$ cat src/hdl/tfp_pkg.sv
// Package for the typed frame parser with CRC-8 check.
// Holds frame markers, frame lengths, result kind codes and the CRC-8 byte fold.
// No dependencies.
package tfp_pkg;

  localparam int unsigned MAX_FRAME_BYTES = 11;
  localparam int unsigned IDX_W           = $clog2(MAX_FRAME_BYTES);

  typedef logic [7:0]       byte_t;
  typedef logic [IDX_W-1:0] idx_t;

  localparam byte_t STATUS_SYNC0 = 8'hA5;
  localparam byte_t EVENT_LO     = 8'hB1;
  localparam byte_t EVENT_HI     = 8'hB6;
  localparam byte_t ACK_LO       = 8'hD1;
  localparam byte_t ACK_HI       = 8'hD6;
  localparam byte_t ACK_CMD_OFS  = 8'h10;
  localparam byte_t ACK_CMD_LO   = 8'hC1;
  localparam byte_t ACK_CMD_HI   = 8'hC6;
  localparam byte_t CRC_POLY     = 8'h07;

  localparam idx_t STATUS_LAST = idx_t'(11 - 1);
  localparam idx_t EVENT_LAST  = idx_t'(4 - 1);
  localparam idx_t ACK_LAST    = idx_t'(8 - 1);
  localparam idx_t IDX_FIRST   = idx_t'(0);
  localparam idx_t IDX_SECOND  = idx_t'(1);
  localparam idx_t IDX_MAX     = idx_t'(MAX_FRAME_BYTES);

  typedef logic [1:0] kind_t;
  localparam kind_t KIND_STATUS = 2'd0;
  localparam kind_t KIND_EVENT  = 2'd1;
  localparam kind_t KIND_ACK    = 2'd2;
  localparam kind_t KIND_NONE   = 2'd3;

  function automatic byte_t crc8_fold(input byte_t crc, input byte_t b);
    byte_t c;
    c = crc ^ b;
    for (int i = 0; i < 8; i++) begin
      if (c[7]) begin
        c = {c[6:0], 1'b0} ^ CRC_POLY;
      end else begin
        c = {c[6:0], 1'b0};
      end
    end
    return c;
  endfunction

  function automatic logic is_event_start(input byte_t b);
    return (b >= EVENT_LO) && (b <= EVENT_HI);
  endfunction

  function automatic logic is_ack_start(input byte_t b);
    return (b >= ACK_LO) && (b <= ACK_HI);
  endfunction

endpackage

$ cat src/hdl/typed_frame_parser_crc8.sv
// Typed frame parser: byte-wide input, one decoded record per good frame.
// Frame state, byte store, CRC-8 and the result register live here.
// Depends on tfp_pkg.
//
// Usage:
//   Input channel in_valid / in_stall / in_rx_byte carries one link byte per
//   request. Result channel out_valid / out_stall / out_* carries one decoded
//   record per frame that passes its second-byte and CRC-8 checks.
//   Frames: status (A5 5A, 11 bytes), event (B1..B6, 4 bytes),
//   ack (D1..D6, 8 bytes); the last byte is the CRC-8 (poly 07, init 0).
//   Throughput: one byte per cycle while in_stall is low; frame state and running CRC update in
//   the cycle a byte is taken.
//   Output: the record appears on the outputs in the cycle after the last
//   byte of its frame is taken; it is held in the output register.
//   Stall: while a record waits under out_stall, non-final bytes are still
//   taken; in_stall rises only when the next byte could finish a frame.
//   Reset (rst_n low, synchronous): parser returns to hunting for a start
//   byte, CRC cleared, output register empty. Frame bytes are not cleared.
module typed_frame_parser_crc8
  import tfp_pkg::*;
(
  input  logic        clk,
  input  logic        rst_n,
  input  logic        in_valid,
  output logic        in_stall,
  input  logic [7:0]  in_rx_byte,
  output logic        out_valid,
  input  logic        out_stall,
  output logic [1:0]  out_frame_kind,
  output logic [7:0]  out_sequence_res,
  output logic        out_alive,
  output logic        out_shoot_enabled,
  output logic        out_power_on,
  output logic [15:0] out_health,
  output logic [15:0] out_heat_level,
  output logic [15:0] out_power_level,
  output logic [2:0]  out_event_code,
  output logic [7:0]  out_ack_command,
  output logic [31:0] out_ack_value,
  output logic [7:0]  out_ack_status
);

  byte_t store_r [MAX_FRAME_BYTES];
  idx_t  cnt_r, cnt_nxt;
  byte_t crc_r, crc_nxt;

  logic  out_valid_r, out_valid_nxt;
  kind_t kind_r;
  byte_t seq_r;
  logic  alive_r, shoot_r, pwr_on_r;
  logic [15:0] health_r, heat_r, power_r;
  logic [2:0]  evt_r;
  byte_t ack_cmd_r;
  logic [31:0] ack_val_r;
  byte_t ack_stat_r;

  byte_t first_b, swap_b, b;
  idx_t  last_idx, wr_idx;
  logic  wr_en, res_fire, accept, may_finish;
  kind_t kind_c;
  byte_t evt_diff;

  assign b       = in_rx_byte;
  assign first_b = store_r[0];
  assign swap_b  = {first_b[3:0], first_b[7:4]};

  always_comb begin
    if (first_b == STATUS_SYNC0) begin
      last_idx = STATUS_LAST;
      kind_c   = KIND_STATUS;
    end else if (is_event_start(first_b)) begin
      last_idx = EVENT_LAST;
      kind_c   = KIND_EVENT;
    end else begin
      last_idx = ACK_LAST;
      kind_c   = KIND_ACK;
    end
  end

  assign may_finish = (cnt_r > IDX_SECOND) && (cnt_r < IDX_MAX) && (cnt_r >= last_idx);
  assign in_stall   = out_valid_r && out_stall && may_finish;
  assign accept     = in_valid && !in_stall;

  always_comb begin
    cnt_nxt  = cnt_r;
    crc_nxt  = crc_r;
    wr_en    = 1'b0;
    wr_idx   = cnt_r;
    res_fire = 1'b0;
    if (accept) begin
      if ((cnt_r == IDX_SECOND) && (b == swap_b)) begin
        wr_en   = 1'b1;
        wr_idx  = IDX_SECOND;
        crc_nxt = crc8_fold(crc_r, b);
        cnt_nxt = idx_t'(2);
      end else if (cnt_r <= IDX_SECOND) begin
        if ((b == STATUS_SYNC0) || is_event_start(b) || is_ack_start(b)) begin
          wr_en   = 1'b1;
          wr_idx  = IDX_FIRST;
          crc_nxt = crc8_fold(8'h00, b);
          cnt_nxt = IDX_SECOND;
        end else if (cnt_r == IDX_SECOND) begin
          cnt_nxt = IDX_FIRST;
          crc_nxt = 8'h00;
        end
      end else if (cnt_r >= IDX_MAX) begin
        cnt_nxt = IDX_FIRST;
        crc_nxt = 8'h00;
      end else if (cnt_r < last_idx) begin
        wr_en   = 1'b1;
        crc_nxt = crc8_fold(crc_r, b);
        cnt_nxt = cnt_r + idx_t'(1);
      end else begin
        wr_en    = 1'b1;
        cnt_nxt  = IDX_FIRST;
        crc_nxt  = 8'h00;
        res_fire = (crc_r == b);
      end
    end
  end

  assign evt_diff = first_b - EVENT_LO;

  always_comb begin
    out_valid_nxt = out_valid_r;
    if (res_fire) begin
      out_valid_nxt = 1'b1;
    end else if (!out_stall) begin
      out_valid_nxt = 1'b0;
    end
  end

  always_ff @(posedge clk) begin
    if (!rst_n) begin
      cnt_r       <= IDX_FIRST;
      crc_r       <= 8'h00;
      out_valid_r <= 1'b0;
    end else begin
      cnt_r       <= cnt_nxt;
      crc_r       <= crc_nxt;
      out_valid_r <= out_valid_nxt;
    end
  end

  always_ff @(posedge clk) begin
    if (wr_en) begin
      store_r[wr_idx] <= b;
    end
  end

  always_ff @(posedge clk) begin
    if (res_fire) begin
      kind_r     <= kind_c;
      seq_r      <= 8'h00;
      alive_r    <= 1'b0;
      shoot_r    <= 1'b0;
      pwr_on_r   <= 1'b0;
      health_r   <= 16'h0000;
      heat_r     <= 16'h0000;
      power_r    <= 16'h0000;
      evt_r      <= 3'd0;
      ack_cmd_r  <= 8'h00;
      ack_val_r  <= 32'h0000_0000;
      ack_stat_r <= 8'h00;
      case (kind_c)
        KIND_STATUS: begin
          seq_r    <= store_r[2];
          alive_r  <= store_r[3][0];
          shoot_r  <= store_r[3][1];
          pwr_on_r <= store_r[3][2];
          health_r <= {store_r[5], store_r[4]};
          heat_r   <= {store_r[7], store_r[6]};
          power_r  <= {store_r[9], store_r[8]};
        end
        KIND_EVENT: begin
          seq_r <= store_r[2];
          evt_r <= evt_diff[2:0];
        end
        KIND_ACK: begin
          ack_cmd_r  <= first_b - ACK_CMD_OFS;
          ack_val_r  <= {store_r[5], store_r[4], store_r[3], store_r[2]};
          ack_stat_r <= store_r[6];
        end
        default: begin
          kind_r <= KIND_NONE;
        end
      endcase
    end
  end

  assign out_valid         = out_valid_r;
  assign out_frame_kind    = kind_r;
  assign out_sequence_res  = seq_r;
  assign out_alive         = alive_r;
  assign out_shoot_enabled = shoot_r;
  assign out_power_on      = pwr_on_r;
  assign out_health        = health_r;
  assign out_heat_level    = heat_r;
  assign out_power_level   = power_r;
  assign out_event_code    = evt_r;
  assign out_ack_command   = ack_cmd_r;
  assign out_ack_value     = ack_val_r;
  assign out_ack_status    = ack_stat_r;

endmodule

$ cat config.mk
export PLATFORM = sky130hd
export DESIGN_NAME = typed_frame_parser_crc8
export DESIGN_NICKNAME = d
export VERILOG_FILES = /design/src/hdl/tfp_pkg.sv /design/src/hdl/typed_frame_parser_crc8.sv
export SDC_FILE = /design/constraint.sdc
export NUM_CORES = 1
export LEC_CHECK = 0
export BUFFER_PORTS_ARGS = -buffer_cell sky130_fd_sc_hd__buf_4
export CAP_MARGIN = 0
export CORE_MARGIN = 1
export CORE_UTILIZATION = 56
export DETAILED_ROUTE_END_ITERATION = 8
export PLACE_DENSITY = 0.8
export REMOVE_ABC_BUFFERS = 1
export SLEW_MARGIN = 20
export SYNTH_ARGS = -nofsm -noshare
export SYNTH_HDL_FRONTEND = slang
export SYNTH_SLANG_ARGS = --single-unit
$ cat constraint.sdc
create_clock -name clk -period 6.8 [get_ports clk]
set_input_delay 2.04 -clock clk [delete_from_list [all_inputs] [get_ports clk]]
set_output_delay 2.04 -clock clk [all_outputs]
set_load 0.05 [all_outputs]
==> flow_summary.html <==
<table>
<tr><th>Metric</th><th>Value</th></tr>
<tr><th colspan="2">STA</th></tr>
<tr><td>Slew HR</td><td>0.484</td></tr>
<tr><td>Clock period minus worst slack</td><td>5.50 ns</td></tr>
<tr><td>Least-Margin Pin Slew</td><td>~0.77 ns</td></tr>
<tr><td>Worst Clk Skew</td><td>0.00807 ns</td></tr>
<tr><td>Crit share post-route</td><td>0.809</td></tr>
<tr><td>Max Transition Viols Final</td><td>0</td></tr>
<tr><td>Final-report hold violation count</td><td>0</td></tr>
<tr><td>RSZ-0062 raised after global routing</td><td>no</td></tr>
<tr><td>Final Hold Slack</td><td>approximately 0.5 ns</td></tr>
<tr><td>Peak clock frequency supported by timing</td><td>between 0.15 and 0.2 GHz</td></tr>
<tr><td>Setup-failing EPs final</td><td>0</td></tr>
<tr><td>Setup total negative slack</td><td>0 ns</td></tr>
<tr><td>Worst-case setup margin in the final layout</td><td>between 1 and 1.5 ns</td></tr>
<tr><th colspan="2">Finish</th></tr>
<tr><td>Layout cells sized above 1</td><td>0.248</td></tr>
<tr><td>Antenna diode count</td><td>0</td></tr>
<tr><td>Leading cell types in the layout, fill and taps excluded</td><td>184 x edfxtp_1, 130 x buf_4, 102 x and2_1, 26 x xnor2_1</td></tr>
<tr><td>Post-layout utilization of the core</td><td>0.693</td></tr>
<tr><td>Number of nets at the end of the flow</td><td>~700</td></tr>
<tr><td>Most common cell after layout, fill and taps aside</td><td>edfxtp_1</td></tr>
<tr><td>Synth-to-layout area growth</td><td>20.8%</td></tr>
<tr><th colspan="2">Place</th></tr>
<tr><td>I/O Buffers</td><td>125</td></tr>
<tr><td>Final weighted congestion of routability-driven global placement</td><td>0.842</td></tr>
<tr><td>Post-detailed-placement half-perimeter wirelength</td><td>9480 um</td></tr>
<tr><td>Placement-stage worst setup slack</td><td>1.77 ns</td></tr>
<tr><th colspan="2">Worst setup path</th></tr>
<tr><td>Critical path launch point type</td><td>register</td></tr>
<tr><td>Required time reported for the critical path endpoint</td><td>~4.8 ns</td></tr>
<tr><td>Critical path peak fanout</td><td>53</td></tr>
<tr><td>Worst-path cell chain</td><td>nor3b_1, and4_1, buf_4, nor2_2, inv_1, ha_1, a311oi_1, nor3_1, buf_4</td></tr>
<tr><td>Category of cells accounting for the largest share of critical-path delay</td><td>buffers and inverters</td></tr>
<tr><td>Beginning of the worst register-to-register path</td><td>store_r[0][6]$_DFFE_PP_</td></tr>
<tr><td>Critical path's largest stage delay</td><td>0.48 ns</td></tr>
<tr><td>Critical path capture point type</td><td>output pin</td></tr>
<tr><td>Slowest-stage cell, CP</td><td>edfxtp_1</td></tr>
<tr><td>Critical path's most frequent cell</td><td>buf_4</td></tr>
<tr><td>Worst endpoint data arrival time</td><td>3.46 ns</td></tr>
<tr><td>Type of the worst setup path</td><td>register to output pin</td></tr>
<tr><td>Number of buffer and inverter instances along the worst setup path</td><td>3</td></tr>
<tr><td>Reg2reg setup slack</td><td>2.37 ns</td></tr>
<tr><td>Origin of the worst setup path</td><td>store_r[0][6]$_DFFE_PP_</td></tr>
<tr><th colspan="2">Power</th></tr>
<tr><td>Power per standard cell area</td><td>246 mW/mm^2</td></tr>
<tr><td>Max rail drop VDD</td><td>151 uV</td></tr>
<tr><td>Leakage power</td><td>between 3 and 4 nW</td></tr>
<tr><td>Post-layout power</td><td>between 2 and 2.5 mW</td></tr>
<tr><th colspan="2">Die</th></tr>
<tr><td>Standard cell core area</td><td>0.0139 mm^2</td></tr>
<tr><td>Height of the die</td><td>121 um</td></tr>
<tr><td>I/O pin total</td><td>126</td></tr>
<tr><td>Die extent in x</td><td>121 um</td></tr>
<tr><td>Floorplan row count</td><td>43</td></tr>
<tr><td>Effective utilization at floorplan</td><td>0.574</td></tr>
<tr><td>Area of the die</td><td>0.0147 mm^2</td></tr>
<tr><th colspan="2">Logic synthesis</th></tr>
<tr><td>Distinct cell type count after synthesis</td><td>47</td></tr>
<tr><td>Post-synth EDFFs</td><td>about 180</td></tr>
<tr><td>Summed instance area of the synthesized netlist</td><td>0.00797 mm^2</td></tr>
<tr><td>Synth warn</td><td>0</td></tr>
<tr><td>Flops &amp; latches, synth</td><td>197</td></tr>
<tr><td>Share of synthesized area occupied by flip-flops and latches</td><td>0.726</td></tr>
<tr><td>Predominant post-synthesis flop cell</td><td>edfxtp_1</td></tr>
<tr><td>Synth Instances</td><td>525</td></tr>
<tr><td>Async set-reset flop share out of synthesis</td><td>0</td></tr>
<tr><td>Mapped Avg Cell Area</td><td>~15 um^2</td></tr>
<tr><th colspan="2">Routing</th></tr>
<tr><td>DR DRC count</td><td>0</td></tr>
<tr><td>ANT nets after route</td><td>0</td></tr>
<tr><td>WL final</td><td>between 10000 and 15000 um</td></tr>
<tr><td>Number of search-and-repair iterations in the first detailed-routing pass</td><td>5</td></tr>
<tr><td>DRC marker count from the first detailed-route iteration</td><td>434</td></tr>
<tr><td>Detail-routed net length per standard cell</td><td>approximately 17 um</td></tr>
<tr><td>Total number of vias</td><td>4515</td></tr>
<tr><td>DR vias/cell</td><td>between 5 and 6</td></tr>
<tr><th colspan="2">Global route</th></tr>
<tr><td>First-pass GRT wire length</td><td>21800 um</td></tr>
<tr><td>Overflow left after global routing</td><td>0</td></tr>
<tr><td>Number of antenna violations at the first check in global routing</td><td>0</td></tr>
<tr><td>Via count of the first global-routing pass</td><td>4307</td></tr>
<tr><td>Maximum number of pins on one net before global-route repair</td><td>59</td></tr>
<tr><td>Total routing usage reported by global routing</td><td>0.204</td></tr>
<tr><th colspan="2">Clock network</th></tr>
<tr><td>Number of resized instances in the post-cts repair step</td><td>0</td></tr>
<tr><td>Root buffer selected by CTS</td><td>clkbuf_16</td></tr>
<tr><td>Clock tree from TritonCTS</td><td>built</td></tr>
<tr><td>Total number of clock tree sinks</td><td>around 200</td></tr>
<tr><td>Later-pin clock latency in the skew report</td><td>approximately 0.42 ns</td></tr>
<tr><td>H-tree levels</td><td>4</td></tr>
<tr><td>Clock slew at the register clock pins of the worst setup and hold paths</td><td>0.07 ns</td></tr>
<tr><td>Post-CTS setup buffers</td><td>0</td></tr>
<tr><td>Inserted Clock Buffers</td><td>17</td></tr>
<tr><td>Hold_buf cts</td><td>0</td></tr>
<tr><td>Clock Path Buffers</td><td>2</td></tr>
<tr><th colspan="2">Min path</th></tr>
<tr><td>Worst min-delay path category</td><td>register to register</td></tr>
<tr><td>Critical hold path startpoint</td><td>out_valid$_SDFFE_PN0P_</td></tr>
<tr><th colspan="2">Outcome</th></tr>
<tr><td>Status</td><td>completed</td></tr>
<tr><th colspan="2">Flow run</th></tr>
<tr><td>Max-cap violation count</td><td>0</td></tr>
</table>
[cells by family after synthesis]
family,share of synthesized area
buf+inv,0.0204
xor+xnor,0.0440
simple gates,0.121
flops,0.726
compound gates,0.0492
fa+ha+maj,0.0393
[layer usage]
layer / part of all wire / up-vias / track usage / wire (um)
met3: 0.058 / 23 / 0.0446 / 844
li1: - / 2134 / - / -
met5: 0 / - / 0 / 0
met4: 0.015 / 0 / 0.0694 / 214
met1: 0.42 / 2178 / 0.255 / 6170
met2: 0.50 / 180 / 0.352 / 7320
[area by class of cell]
type | count | area, um^2
well taps | 180 | 225
repair buffers | 130 | 976
fillers | 934 | 4260
multi-input cells | 288 | 2030
inverters | 17 | 66.3
clock buffers | 19 | 433
clock inverters | 10 | 110
flip-flops and latches | 197 | 5790
[tightest hold or removal path, cell delays in order (launching register included)]
cell and delay (ns):
dfxtp_1 0.33, nand2_1 0.05, a21boi_0 0.07
[synthesized netlist by cell type, types with 8 or more instances]
master,n,area [um^2]
edfxtp_1,184,5530
xor2_1,14,123
inv_1,17,63.8
and2_1,102,638
a22oi_1,8,60.1
dfxtp_1,13,260
nor2_1,26,97.6
nand2_1,9,33.8
ha_1,25,313
a21oi_1,13,65.1
clkbuf_1,17,63.8
o21ai_0,10,50.1
xnor2_1,26,228
[stage by stage]
step,instances,instance area (um^2)
global placement,812,9070
finish,841,9630
CTS,841,9620
detailed placement,812,9070
floorplan,502,7870
global route,841,9630
[path summary, 6_finish.rpt]
kind              depth (start not counted)                                to
setup / recovery                          9                          in_stall
hold / removal                            2            out_valid$_SDFFE_PN0P_
setup reg to reg                         11  out_power_level[9]$_SDFFCE_PP0P_
hold reg to reg                           2            out_valid$_SDFFE_PN0P_
[power by group]
group | switching (mW) | internal, mW | leakage [nW]
sequential | 0.00692 | 1.32 | 1.64
clock | 0.391 | 0.533 | 0.258
combinational | 0.0697 | 0.0496 | 1.49
total | 0.467 | 1.90 | 3.39
[state kept, by name, summed over array words and instances, names as in the netlist]
signal / cells
out_ack_status: 8
out_health: 16
crc_r: 8
out_valid: 1
out_power_level: 16
out_ack_value: 32
out_event_code: 3
out_frame_kind: 2
out_shoot_enabled: 1
out_power_on: 1
out_ack_command: 8
out_alive: 1
out_heat_level: 16
out_sequence_res: 8
cnt_r: 4
store_r: 72
Power figures use the tool's default switching activity.
